### config.mk
export PLATFORM = sky130hd
export DESIGN_NAME = rms_sound_level_meter_flat
export DESIGN_NICKNAME = d
export VERILOG_FILES = /design/src/rtl/rsl_pkg.sv /design/src/rtl/rsl_sample_if.sv /design/src/rtl/rsl_level_if.sv /design/src/rtl/rsl_ctrl.sv /design/src/rtl/rsl_datapath.sv /design/src/rtl/rms_sound_level_meter.sv /design/src/flat_wrapper.sv
export SDC_FILE = /design/constraint.sdc
export NUM_CORES = 2
export LEC_CHECK = 0
export ABC_AREA = 1
export BUFFER_PORTS_ARGS = -buffer_cell sky130_fd_sc_hd__buf_2
export CAP_MARGIN = 20
export CORE_ASPECT_RATIO = 2
export CORE_UTILIZATION = 50
export CTS_CLUSTER_DIAMETER = 120
export DETAILED_ROUTE_END_ITERATION = 10
export PLACE_DENSITY_LB_ADDON = 0.12
export RECOVER_POWER = 100
export SETUP_SLACK_MARGIN = 0.5
export SLEW_MARGIN = 5
export SYNTH_ARGS = -nofsm -noshare
export SYNTH_HDL_FRONTEND = slang
export SYNTH_HIERARCHICAL = 1
export SYNTH_SLANG_ARGS = --single-unit
### constraint.sdc
create_clock -name clk -period 14.75 [get_ports clk]
set_input_delay 2.2125 -clock clk [delete_from_list [all_inputs] [get_ports clk]]
set_output_delay 2.2125 -clock clk [all_outputs]
set_load 0.05 [all_outputs]
### src/rtl/rsl_pkg.sv
// Shared types, constants and a helper function of the RMS sound level meter.
package rsl_pkg;

  localparam int DC_FRAC   = 16;  // fraction bits of the DC offset
  localparam int DEV_SHIFT = 12;  // Q12.16 deviation down to Q13.4
  localparam int DIGIT_W   = 4;   // quotient bits per divider step
  localparam int DIVISOR   = 20;  // filter weights are 19/20 and 1/20
  localparam int REM_W     = 5;

  localparam int SUM_W = 38;
  localparam logic [SUM_W-1:0] SUM_MAX = '1;

  localparam int MANT_W = 31;  // Q30 mantissa
  localparam int PROD_W = 2 * MANT_W;
  localparam int FRAC_W = 16;
  localparam int EXP_W  = 6;
  localparam int LOG_W  = EXP_W + FRAC_W;

  localparam int SCALE_W = 22;
  localparam logic [SCALE_W-1:0] DB_PER_LOG2_Q16 = 22'd3156528;
  localparam longint DB_OFFSET_Q16 = 54633450;
  localparam longint ROUND_HALF    = 32768;
  localparam int TP_W   = LOG_W + SCALE_W;
  localparam int TERM_W = TP_W - 16;
  localparam int LVL_W  = TERM_W + 2;

  localparam int LEVEL_W = 11;
  localparam logic [LEVEL_W-1:0] LEVEL_FLOOR = 11'd480;
  localparam logic [LEVEL_W-1:0] LEVEL_CEIL  = 11'd2000;

  typedef enum logic [3:0] {
    S_IDLE,
    S_DIV,
    S_DEV,
    S_SQ,
    S_ACC,
    S_CHK,
    S_NORM,
    S_MUL,
    S_SEL,
    S_TERM,
    S_LVL,
    S_ZERO
  } state_t;

  typedef struct packed {
    logic load;
    logic div_step;
    logic dev;
    logic square;
    logic accum;
    logic snap;
    logic norm_shift;
    logic mant_load;
    logic mul;
    logic sel;
    logic term;
    logic push_level;
    logic push_floor;
  } ctl_t;

  typedef struct packed {
    logic sum_zero;
    logic norm_done;
  } sts_t;

  // Elaboration-time dB term of a constant: (log2_q16(v) * scale) >> 16.
  function automatic longint unsigned log_term_const(longint unsigned v);
    longint unsigned t;
    longint unsigned m;
    longint unsigned frac;
    longint unsigned e;
    t    = v;
    e    = 0;
    frac = 0;
    for (int i = 0; i < 64; i++) begin
      if (t > 1) begin
        t = t >> 1;
        e = e + 1;
      end
    end
    if (e >= 30) m = v >> (e - 30);
    else         m = v << (30 - e);
    for (int i = 0; i < FRAC_W; i++) begin
      m    = (m * m) >> 30;
      frac = frac << 1;
      if (m >= (64'd1 << 31)) begin
        m    = m >> 1;
        frac = frac | 64'd1;
      end
    end
    return (((e << 16) | frac) * longint'(DB_PER_LOG2_Q16)) >> 16;
  endfunction

endpackage

### src/rtl/rsl_sample_if.sv
// Sample request channel: valid/ready handshake carrying one converter reading.
interface rsl_sample_if #(parameter int SAMPLE_BITS = 12);
  logic                   valid;
  logic                   ready;
  logic [SAMPLE_BITS-1:0] sample;

  modport source (output valid, output sample, input ready);
  modport sink (input valid, input sample, output ready);
endinterface

### src/rtl/rsl_level_if.sv
// Level request channel: valid/ready handshake carrying one window result.
interface rsl_level_if;
  import rsl_pkg::*;

  logic               valid;
  logic               ready;
  logic [LEVEL_W-1:0] level_db;
  logic               floor_clamped;

  modport source (output valid, output level_db, output floor_clamped, input ready);
  modport sink (input valid, input level_db, input floor_clamped, output ready);
endinterface

### src/rtl/rsl_ctrl.sv
// Controller: sequences the filter divide, accumulate and log conversion.
module rsl_ctrl #(
  parameter int WINDOW_SAMPLES = 64,
  parameter int DIV_STEPS      = 9
) (
  input  logic          clk,
  input  logic          rst,
  input  logic          in_valid,
  output logic          in_ready,
  output logic          out_valid,
  input  logic          out_ready,
  output rsl_pkg::ctl_t ctl,
  input  rsl_pkg::sts_t sts
);
  import rsl_pkg::*;

  localparam int CNT_W = $clog2(WINDOW_SAMPLES);
  localparam logic [CNT_W-1:0] CNT_LAST = CNT_W'(WINDOW_SAMPLES - 1);
  localparam int STEP_W = $clog2(DIV_STEPS);
  localparam logic [STEP_W-1:0] STEP_LAST = STEP_W'(DIV_STEPS - 1);
  localparam int ITER_W = $clog2(FRAC_W);
  localparam logic [ITER_W-1:0] ITER_LAST = ITER_W'(FRAC_W - 1);

  state_t            state, state_next;
  logic [CNT_W-1:0]  count, count_next;
  logic [STEP_W-1:0] step, step_next;
  logic [ITER_W-1:0] iter, iter_next;
  logic              out_free;

  assign out_free = !out_valid || out_ready;

  always_ff @(posedge clk) begin
    if (rst) begin
      state <= S_IDLE;
      count <= '0;
      step  <= '0;
      iter  <= '0;
    end else begin
      state <= state_next;
      count <= count_next;
      step  <= step_next;
      iter  <= iter_next;
    end
  end

  always_ff @(posedge clk) begin
    if (rst) begin
      out_valid <= 1'b0;
    end else if (ctl.push_level || ctl.push_floor) begin
      out_valid <= 1'b1;
    end else if (out_ready) begin
      out_valid <= 1'b0;
    end
  end

  always_comb begin
    state_next = state;
    count_next = count;
    step_next  = step;
    iter_next  = iter;
    in_ready   = 1'b0;
    ctl        = '0;
    case (state)
      S_IDLE: begin
        in_ready = 1'b1;
        if (in_valid) begin
          ctl.load   = 1'b1;
          step_next  = '0;
          state_next = S_DIV;
        end
      end
      S_DIV: begin
        ctl.div_step = 1'b1;
        if (step == STEP_LAST) state_next = S_DEV;
        else                   step_next  = step + 1'b1;
      end
      S_DEV: begin
        ctl.dev    = 1'b1;
        state_next = S_SQ;
      end
      S_SQ: begin
        ctl.square = 1'b1;
        state_next = S_ACC;
      end
      S_ACC: begin
        ctl.accum = 1'b1;
        if (count == CNT_LAST) begin
          count_next = '0;
          state_next = S_CHK;
        end else begin
          count_next = count + 1'b1;
          state_next = S_IDLE;
        end
      end
      S_CHK: begin
        ctl.snap = 1'b1;
        if (sts.sum_zero) state_next = S_ZERO;
        else              state_next = S_NORM;
      end
      S_NORM: begin
        if (sts.norm_done) begin
          ctl.mant_load = 1'b1;
          iter_next     = '0;
          state_next    = S_MUL;
        end else begin
          ctl.norm_shift = 1'b1;
        end
      end
      S_MUL: begin
        ctl.mul    = 1'b1;
        state_next = S_SEL;
      end
      S_SEL: begin
        ctl.sel = 1'b1;
        if (iter == ITER_LAST) begin
          state_next = S_TERM;
        end else begin
          iter_next  = iter + 1'b1;
          state_next = S_MUL;
        end
      end
      S_TERM: begin
        ctl.term   = 1'b1;
        state_next = S_LVL;
      end
      S_LVL: begin
        if (out_free) begin
          ctl.push_level = 1'b1;
          state_next     = S_IDLE;
        end
      end
      S_ZERO: begin
        if (out_free) begin
          ctl.push_floor = 1'b1;
          state_next     = S_IDLE;
        end
      end
      default: begin
        state_next = S_IDLE;
      end
    endcase
  end

endmodule

### src/rtl/rsl_datapath.sv
// Datapath: DC filter with digit-serial divide by 20, energy sum, log2 and dB scaling.
module rsl_datapath #(
  parameter int SAMPLE_BITS    = 12,
  parameter int WINDOW_SAMPLES = 64,
  parameter int DIV_STEPS      = 9
) (
  input  logic                            clk,
  input  logic                            rst,
  input  rsl_pkg::ctl_t                   ctl,
  output rsl_pkg::sts_t                   sts,
  input  logic [SAMPLE_BITS-1:0]          sample,
  output logic [rsl_pkg::LEVEL_W-1:0]     level_db,
  output logic                            floor_clamped
);
  import rsl_pkg::*;

  localparam int DC_W   = SAMPLE_BITS + DC_FRAC;
  localparam int SH_W   = DIV_STEPS * DIGIT_W;
  localparam int RCAT_W = REM_W + DIGIT_W;
  localparam int Q_W    = DC_W - DEV_SHIFT + 1;
  localparam int SQ_W   = 2 * Q_W;
  localparam int ADD_W  = ((SQ_W > SUM_W) ? SQ_W : SUM_W) + 1;
  localparam int R_W    = LVL_W - 16;
  localparam longint LVL_BIAS = DB_OFFSET_Q16 + ROUND_HALF
                              - longint'(log_term_const(256 * WINDOW_SAMPLES));
  localparam logic signed [LVL_W-1:0] LVL_BIAS_V = LVL_W'(LVL_BIAS);

  logic [SAMPLE_BITS-1:0] x;
  logic [DC_W-1:0]        dc;
  logic [SH_W-1:0]        nsh;
  logic [REM_W-1:0]       rem;
  logic [SH_W-1:0]        quo;
  logic [Q_W-1:0]         q;
  logic [SQ_W-1:0]        sq;
  logic [SUM_W-1:0]       sum;
  logic [SUM_W-1:0]       v;
  logic [EXP_W-1:0]       e;
  logic [MANT_W-1:0]      m;
  logic [PROD_W-1:0]      p;
  logic [FRAC_W-1:0]      frac;
  logic [TP_W-1:0]        tprod;

  logic [SH_W-1:0]         numer;
  logic [RCAT_W-1:0]       rcat;
  logic [DIGIT_W-1:0]      qd;
  logic [REM_W-1:0]        rrem;
  logic [DC_W-1:0]         newdc;
  logic signed [DC_W:0]    diff;
  logic signed [DC_W:0]    dsh;
  logic [DC_W:0]           dmag;
  logic [ADD_W-1:0]        tot;
  logic [SUM_W-1:0]        sum_acc;
  logic [MANT_W-1:0]       mant_sel;
  logic [TERM_W-1:0]       term;
  logic signed [LVL_W-1:0] lvl;
  logic [R_W-1:0]          r;
  logic [LEVEL_W-1:0]      lvl_out;
  logic                    lvl_flag;

  // 19*dc + (x << 16) as shifts and adds
  assign numer = (SH_W'(dc) << 4) + (SH_W'(dc) << 1) + SH_W'(dc)
               + (SH_W'(sample) << DC_FRAC);

  // long division by 20, one quotient nibble per step; remainder stays below 20
  assign rcat = {rem, nsh[SH_W-1 -: DIGIT_W]};
  always_comb begin
    qd = '0;
    for (int k = 1; k < (1 << DIGIT_W); k++) begin
      if (rcat >= RCAT_W'(k * DIVISOR)) qd = DIGIT_W'(k);
    end
  end
  assign rrem = REM_W'(rcat - RCAT_W'(qd) * RCAT_W'(DIVISOR));

  // floor of the deviation at Q13.4 is an arithmetic shift; keep its magnitude
  assign newdc = quo[DC_W-1:0];
  assign diff  = $signed({1'b0, x, {DC_FRAC{1'b0}}}) - $signed({1'b0, newdc});
  assign dsh   = diff >>> DEV_SHIFT;
  assign dmag  = dsh[DC_W] ? DC_W'(0) - dsh : dsh;

  assign tot     = ADD_W'(sum) + ADD_W'(sq);
  assign sum_acc = (tot > ADD_W'(SUM_MAX)) ? SUM_MAX : tot[SUM_W-1:0];

  // m*m >> 30, halved when it reaches 2.0
  assign mant_sel = p[PROD_W-1] ? p[PROD_W-1 -: MANT_W] : p[PROD_W-2 -: MANT_W];

  assign term = tprod[TP_W-1:16];
  assign lvl  = $signed({2'b00, term}) + LVL_BIAS_V;
  assign r    = lvl[LVL_W-1:16];

  always_comb begin
    lvl_out  = LEVEL_FLOOR;
    lvl_flag = 1'b1;
    if (!lvl[LVL_W-1] && r >= R_W'(LEVEL_FLOOR)) begin
      lvl_flag = 1'b0;
      lvl_out  = (r > R_W'(LEVEL_CEIL)) ? LEVEL_CEIL : r[LEVEL_W-1:0];
    end
  end

  assign sts.sum_zero  = (sum == '0);
  assign sts.norm_done = v[SUM_W-1];

  always_ff @(posedge clk) begin
    if (rst) begin
      dc  <= '0;
      sum <= '0;
    end else begin
      if (ctl.dev) dc <= newdc;
      if (ctl.accum) begin
        sum <= sum_acc;
      end else if (ctl.snap) begin
        sum <= '0;
      end
    end
  end

  always_ff @(posedge clk) begin
    if (ctl.load) begin
      x   <= sample;
      nsh <= numer;
      rem <= '0;
      quo <= '0;
    end else if (ctl.div_step) begin
      nsh <= nsh << DIGIT_W;
      rem <= rrem;
      quo <= {quo[SH_W-DIGIT_W-1:0], qd};
    end
    if (ctl.dev) q <= dmag[Q_W-1:0];
    if (ctl.square) sq <= SQ_W'(q) * SQ_W'(q);
    if (ctl.snap) begin
      v <= sum;
      e <= EXP_W'(SUM_W - 1);
    end else if (ctl.norm_shift) begin
      v <= v << 1;
      e <= e - 1'b1;
    end
    if (ctl.mant_load) begin
      m    <= v[SUM_W-1 -: MANT_W];
      frac <= '0;
    end else if (ctl.sel) begin
      m    <= mant_sel;
      frac <= {frac[FRAC_W-2:0], p[PROD_W-1]};
    end
    if (ctl.mul) p <= PROD_W'(m) * PROD_W'(m);
    if (ctl.term) tprod <= TP_W'({e, frac}) * TP_W'(DB_PER_LOG2_Q16);
    if (ctl.push_level) begin
      level_db      <= lvl_out;
      floor_clamped <= lvl_flag;
    end else if (ctl.push_floor) begin
      level_db      <= LEVEL_FLOOR;
      floor_clamped <= 1'b1;
    end
  end

endmodule

### src/rtl/rms_sound_level_meter.sv
// Each sample occupies the block through an accept state, the offset filter's divide by 20
// at four quotient bits a cycle (DIV_STEPS = ceil((SAMPLE_BITS + 21) / 4) steps), then
// deviation, square and accumulate. The sample that closes a window of WINDOW_SAMPLES adds
// the log conversion before the next request is taken: a check of the energy sum, shifts
// that normalise it to its top bit, mantissa squaring on one 31x31 multiplier, then the
// dB term and the level; a window of zero energy goes from the check to the floor level.
// The result sits in an output register, so the next sample is taken while it waits.
// Level is in 1/16 dB SPL, from 480 to 2000.
module rms_sound_level_meter #(
  parameter int WINDOW_SAMPLES = 64,
  parameter int SAMPLE_BITS    = 12
) (
  input  logic         clk,
  input  logic         rst,
  rsl_sample_if.sink   samples,
  rsl_level_if.source  levels
);
  import rsl_pkg::*;

  localparam int DIV_STEPS = (SAMPLE_BITS + DC_FRAC + REM_W + DIGIT_W - 1) / DIGIT_W;

  ctl_t ctl;
  sts_t sts;

  rsl_ctrl #(
    .WINDOW_SAMPLES (WINDOW_SAMPLES),
    .DIV_STEPS      (DIV_STEPS)
  ) u_ctrl (
    .clk       (clk),
    .rst       (rst),
    .in_valid  (samples.valid),
    .in_ready  (samples.ready),
    .out_valid (levels.valid),
    .out_ready (levels.ready),
    .ctl       (ctl),
    .sts       (sts)
  );

  rsl_datapath #(
    .SAMPLE_BITS    (SAMPLE_BITS),
    .WINDOW_SAMPLES (WINDOW_SAMPLES),
    .DIV_STEPS      (DIV_STEPS)
  ) u_datapath (
    .clk           (clk),
    .rst           (rst),
    .ctl           (ctl),
    .sts           (sts),
    .sample        (samples.sample),
    .level_db      (levels.level_db),
    .floor_clamped (levels.floor_clamped)
  );

endmodule

### src/flat_wrapper.sv
// flat-port wrapper written by rule: the top's interface ports become plain ports
module rms_sound_level_meter_flat import rsl_pkg::*;
#(
  parameter int WINDOW_SAMPLES = 64,
  parameter int SAMPLE_BITS    = 12
)
  (clk, rst, samples_valid, samples_sample, samples_ready, levels_valid, levels_level_db, levels_floor_clamped, levels_ready);
  rsl_sample_if #(.SAMPLE_BITS(SAMPLE_BITS)) samples_i ();
  rsl_level_if levels_i ();
  input  logic clk;
  input  logic rst;
  input wire logic [$bits(samples_i.valid)-1:0] samples_valid;
  input wire logic [$bits(samples_i.sample)-1:0] samples_sample;
  output wire logic [$bits(samples_i.ready)-1:0] samples_ready;
  output wire logic [$bits(levels_i.valid)-1:0] levels_valid;
  output wire logic [$bits(levels_i.level_db)-1:0] levels_level_db;
  output wire logic [$bits(levels_i.floor_clamped)-1:0] levels_floor_clamped;
  input wire logic [$bits(levels_i.ready)-1:0] levels_ready;
  assign samples_i.valid = samples_valid;
  assign samples_i.sample = samples_sample;
  assign samples_ready = samples_i.ready;
  assign levels_valid = levels_i.valid;
  assign levels_level_db = levels_i.level_db;
  assign levels_floor_clamped = levels_i.floor_clamped;
  assign levels_i.ready = levels_ready;
  rms_sound_level_meter #(.WINDOW_SAMPLES(WINDOW_SAMPLES), .SAMPLE_BITS(SAMPLE_BITS)) u_core (.clk(clk), .rst(rst), .samples(samples_i), .levels(levels_i));
endmodule
# Yosys cells after proc, flatten, opt, wreduce, memory -nomap -nowiden
# Cells that the tools add are included.
# W data, S select, Z words.
dict set report word_totals {
  regBits 422
  out_inout_bits 14
  wordCells 162
}
dict set report op_classes {
  add_sub_neg 12
  multipliers 4
  order_cmp 18
  n_eq_ne 20
  muxes 67
  n_reduce_logical 19
}
# operator n
set op_table {}
lappend op_table {{$mux W38} 5}
lappend op_table {{$mux W4} 24}
lappend op_table {{$mux W31} 3}
lappend op_table {{$mux W36} 2}
lappend op_table {{$mul A31 B31 Y62} 1}
lappend op_table {{$ge A9 B8 Y1 const B} 6}
lappend op_table {{$mux W11} 4}
lappend op_table {{$pmux W4 S11} 1}
lappend op_table {{$mul A22 B18 Y40 const B} 1}
lappend op_table {{$add A38 B34 Y39} 1}
lappend op_table {{$gt A39 B38 Y1 const B} 1}
lappend op_table {{$logic_not A38 Y1} 1}
lappend op_table {{$add A34 B28 Y35} 1}
lappend op_table {{$add A33 B28 Y34} 1}
lappend op_table {{$mul A17 B17 Y34} 1}
lappend op_table {{$add A32 B29 Y33} 1}
lappend op_table {{$add A28 B24 Y29 const B} 1}
lappend op_table {{$sub A28 B28 Y29} 1}
lappend op_table {{$ge A9 B7 Y1 const B} 3}
lappend op_table {{$ge A9 B9 Y1 const B} 3}
lappend op_table {{$eq A4 B4 Y1 const B} 6}
lappend op_table {{$mux W1} 22}
lappend op_table {{$ge A9 B6 Y1 const B} 2}
lappend op_table {{$sub A1 B17 Y17 const A} 1}
lappend op_table {{28 further kinds} 47}

# Longest topological paths before layout
dict set report logic_depth {
  word_depth 18
  depth_mapped 33
}

# Modules after synthesis
# Netlist, hierarchy kept.
# module n_inst cells_each area_per_inst_um2
set by_module_without_submodules {}
lappend by_module_without_submodules {rsl_datapath 1 7079 60765.8}
lappend by_module_without_submodules {rsl_ctrl 1 166 1114.8}

# Worst setup path before layout
# OpenSTA, ideal clock, no wires.
dict set report synth_timing {
  path_kind {flip-flop to flip-flop}
  startpoint {reg u_core.u_datapath.m[5]}
  endpoint {reg u_core.u_datapath.p[50], data pin}
  setup_ps 252
  t_arrival_ps 6759
  t_required_ps 14498
  path_slack_ps 7739
  path_stages_with_launch 32
  period_less_slack_ps 7011
  cell_sequence {edfxtp_1 > clkbuf_1 > buf_1 > nand2_1 > fa_1 > inv_1 > fa_1 > fa_1 > inv_1 > fa_1 > inv_1 > fa_1 > inv_1 > fa_1 > inv_1 > fa_1 > inv_1 > fa_1 > inv_1 > ha_1 > a21oi_1 > inv_1 > nor2_1 > o21ai_0 > a31oi_1 > nand2_1 > a21oi_1 > o21ai_0 > nand2_1 > nand2_1 > nand2_1 > nand2_1}
}
dict set report synth_via {
  elab_chain_len 1
}
# element line_no
set synth_rtl {}
lappend synth_rtl {{start: declaration} rsl_datapath.sv:38} ;# logic [MANT_W-1:0] m;
lappend synth_rtl {{start signal: assignment} rsl_datapath.sv:137} ;# m <= v[SUM_W-1 -: MANT_W];
lappend synth_rtl {{start signal: assignment} rsl_datapath.sv:140} ;# m <= mant_sel;
lappend synth_rtl {{$mul A31 B31 Y62} rsl_datapath.sv:143} ;# if (ctl.mul) p <= PROD_W'(m) * PROD_W'(m);
lappend synth_rtl {{end signal: assignment} rsl_datapath.sv:143}
lappend synth_rtl {{end: declaration} rsl_datapath.sv:39} ;# logic [PROD_W-1:0] p;
# Every way passes these cells.
# A chain may end at the register's enable or synchronous reset.

# Worst setup path after layout
dict set report layout_timing {
  startpoint {reg u_core.u_datapath.m[11]}
  endpoint {reg u_core.u_datapath.p[53], data pin}
}
# The elaborated chain is that of the path after synthesis.

==> impl_metrics.toml <==
[outcome]
status = "finished, violations left"
violations = "capacitance limit, slew limit"

[yosys]
yosys.area_share.xor_xnor_pct = 2.825
synth_adder_area_share_pct = 47.47
synthArstFlopShare_pct = 0
synth_seq_area_share_pct = 16.08
synth-compound-area-share_pct = 7.740
avgSynthCellArea_um2 = 8.541
synthMuxAreaShare_pct = 0.01820
yosys.area_share.simple_pct = 12.95
synth_cell_types = 54
synth_seq_cells = 378
synth_area_um2 = 61880
postSynthCellCount = 7245
synth_top_family_by_area = "adder cells"
yosysWarnings = 6
ys.flop_type = "edfxtp_1"
synth_edf_count = 238
syn_nets = 8977

[routing]
drc_errors = 0
postRouteAntennaNets = 0
drt_iter0_markers = 1887
wl_per_cell_um = 20.50
routed_wl_mm = 179.8
vias_per_cell = 5.316
dr.pass1.iters = 7
vias = 46620

[grt]
antenna_found_initial = 1
grt_first_pass_wirelength_mm = 280.7
grt_usage_pct = 29.62
overflow = 0
grt_pass1_vias = 52110
grt_max_degree = 77

[critical_path]
critPathArrivalTime_ns = 9.67
path_max_fanout = 32
r2r-start = "u_core/u_datapath/m[11]$_DFFE_PP_"
path_cells = "clkbuf_1 > nand2_1 > fa_1 > fa_1 > inv_1 > fa_1 > inv_1 > fa_1 > inv_1 > fa_1 > fa_1 > fa_1 > ha_1 > ha_1 > a21oi_1 > inv_1 > a21oi_1 > o21ai_0 > nor2_1 > inv_1 > a21oi_1 > nand2_1 > a31oi_1 > xnor2_1"
critPathLaunchType = "flip-flop"
slowest_stage = "clkbuf_1"
cp.required_ns = 15.07
crit_path_max_incr_delay_ns = 1.71
critPathLaunch = "u_core/u_datapath/m[11]$_DFFE_PP_"
cp_top_family = "adder cells"
worstSetupPathType = "reg -> reg"
crit_buf_inv = 6
setup.worst_path.end_class = "flip-flop"
cpMostUsedCell = "fa_1"

[clock_tree]
cts_made_buffers = 38
clk_pin_slew_worst_paths_ns = 0.09
clkSinkCount = 378
cts_max_path_buffers = 3
root_buffer = "clkbuf_16"
clk_latency_ns = 0.59
cts_resized = 0
postCtsSetupBuffers = 0
cts_tree = "done"
postCtsHoldBufs = 0
h-tree-depth = 2

[floorplanning]
die_h_um = 499.5
start_util_pct = 50.42
dieWidth_um = 250.8
dieArea_um2 = 125300
ios = 30
num_rows = 182
core_um2 = 122700

[placement]
routabilityCongestion = 0.9751
dpl.cell_count = 8699
port-buffer-count = 29
post-dp-hpwl_mm = 150.3

[power_and_ir_drop]
p_per_area_nw_per_um2 = 239.6
leakage_nw = 35.00
total_power_w = 0.01555
irDropWorstVdd_v = 0.0006396

[timing]
fin_crit_ns = 9.343
min_period_over_period_pct = 63.34
relSlewSlack_pct = -158.3
rsz0062_at_grt = "false"
fin_tns_setup_ns = 0
fmax_mhz = 107.0
fin_skew_ns = 0.03197
setup_viol = 0
hold_viol_final = 0
tightest_slew_ns = 3.874
report.final.slew_viol_count = 637

[job]
drv_cap = 15

[layout]
area_growth_pct = 4.873
nets = 8907
fill_cells = 11760
post-route-util_pct = 52.87
drive_gt1_share_pct = 2.609
final_cells = 8771

[worst_hold_path]
hold_class = "reg -> reg"
hold_start = "u_core/u_ctrl/step[0]$_SDFFE_PP0P_"
## routing by layer
| metal | part of all wire [%] | track usage, % |
|---|---|---|
| met5 | 0 | 0 |
| met4 | 8.7 | 22.01 |
| met2 | 59 | 60.93 |
| met3 | 2.3 | 1.895 |
| met1 | 30 | 26.04 |
## tightest hold or removal path, delay by kind of cell, from the launching register on
kind	cells	cell delay (ns)
flip-flops	1	0.32
AND/OR/NAND/NOR	1	0.07
AO/OA/AOI/OAI	1	0.05
## cells by family (layout without fill, tap and decap cells)
logic type	after synthesis	after routing
AO/OA/AOI/OAI	851	851
flip-flops	378	378
XOR/XNOR	197	197
buffers and inverters	2126	2086
AND/OR/NAND/NOR	1976	1976
multiplexers	1	1
adder cells (fa/ha/maj)	1716	1716
other	0	2
## cell usage after synthesis (6+ instances only)
cell	n	area share, %
a211oi_1	50	0.61
a21boi_0	13	0.16
a21o_1	24	0.29
a21oi_1	339	2.7
a31oi_1	25	0.25
buf_1	22	0.13
buf_2	6	0.049
clkbuf_1	171	1.0
dfxtp_1	140	4.5
edfxtp_1	238	12
fa_1	1053	34
ha_1	663	13
inv_1	1913	12
inv_2	12	0.073
nand2_1	1326	8.0
nand2_2	13	0.13
nand3_1	112	0.91
nand3b_1	7	0.085
nand4_1	37	0.37
nor2_1	371	2.3
nor2_4	6	0.11
nor3_1	45	0.36
nor4_1	20	0.20
o211ai_1	23	0.28
o21a_1	16	0.19
o21ai_0	279	2.3
o21bai_1	24	0.29
o22ai_1	29	0.29
or2_2	21	0.21
xnor2_1	73	1.0
xor2_1	121	1.7
## layout make-up
type | instances | area, µm² | share of cell area [%]
antenna | 2 | 5.005 | 0.007712
clock buffer | 53 | 1125 | 1.733
clock inverter | 17 | 157.7 | 0.2429
inverter | 1926 | 7229 | 11.14
multi-input combinational | 4741 | 43960 | 67.74
sequential | 378 | 9950 | 15.33
tap | 1564 | 1957 | 3.015
timing repair buffer | 90 | 511.7 | 0.7886
## stage by stage
stage	setup slack (ns)	hold slack, ns	area, µm²
floorplan	7.739	0.4215	61880
global placement	6.892	0.4694	63720
detailed placement	6.765	0.4761	63720
CTS	6.738	0.4893	65000
global route	5.181	0.5197	64890
finish	5.407	0.4862	64900
## sequential cells by signal, summed over array words and instances, names as in the netlist, 12 cells and up
register	count
u_core/u_datapath/quo	28
u_core/u_datapath/sq	33
u_core/u_datapath/tprod	27
u_core/u_datapath/v	38
u_core/u_datapath/frac	16
u_core/u_datapath/p	32
u_core/u_datapath/m	31
u_core/u_datapath/nsh	36
u_core/u_datapath/sum	38
u_core/u_datapath/q	17
u_core/u_datapath/dc	28
u_core/u_datapath/x	12
## path summary, 6_finish.rpt
| check | endpoint | slack [ns] | cells after the start |
|---|---|---|---|
| min | u_core/u_ctrl/step[0]$_SDFFE_PP0P_ | 0.49 | 2 |
| max reg2reg | u_core/u_datapath/p[53]$_DFFE_PP_ | 5.41 | 24 |
| min reg2reg | u_core/u_ctrl/step[0]$_SDFFE_PP0P_ | 0.49 | 2 |
| max | u_core/u_datapath/p[53]$_DFFE_PP_ | 5.41 | 24 |
## cells in the final DEF (no fill, tap or decap), drive strengths merged, types with 124 or more instances in the layout
| cell type | netlist | layout |
|---|---|---|
| ha | 663 | 663 |
| dfxtp | 140 | 140 |
| xor2 | 124 | 124 |
| fa | 1053 | 1053 |
| inv | 1925 | 1928 |
| o21ai | 284 | 284 |
| edfxtp | 238 | 238 |
| a21oi | 340 | 340 |
| nand2 | 1341 | 1341 |
| nor2 | 382 | 382 |
## report_power, final
| part | internal (W) | switching (W) |
|---|---|---|
| logic | 0.00461 | 0.00786 |
| clock network | 0.000560 | 0.000463 |
| registers | 0.00190 | 0.000161 |
(Power assumes the default switching activity.)
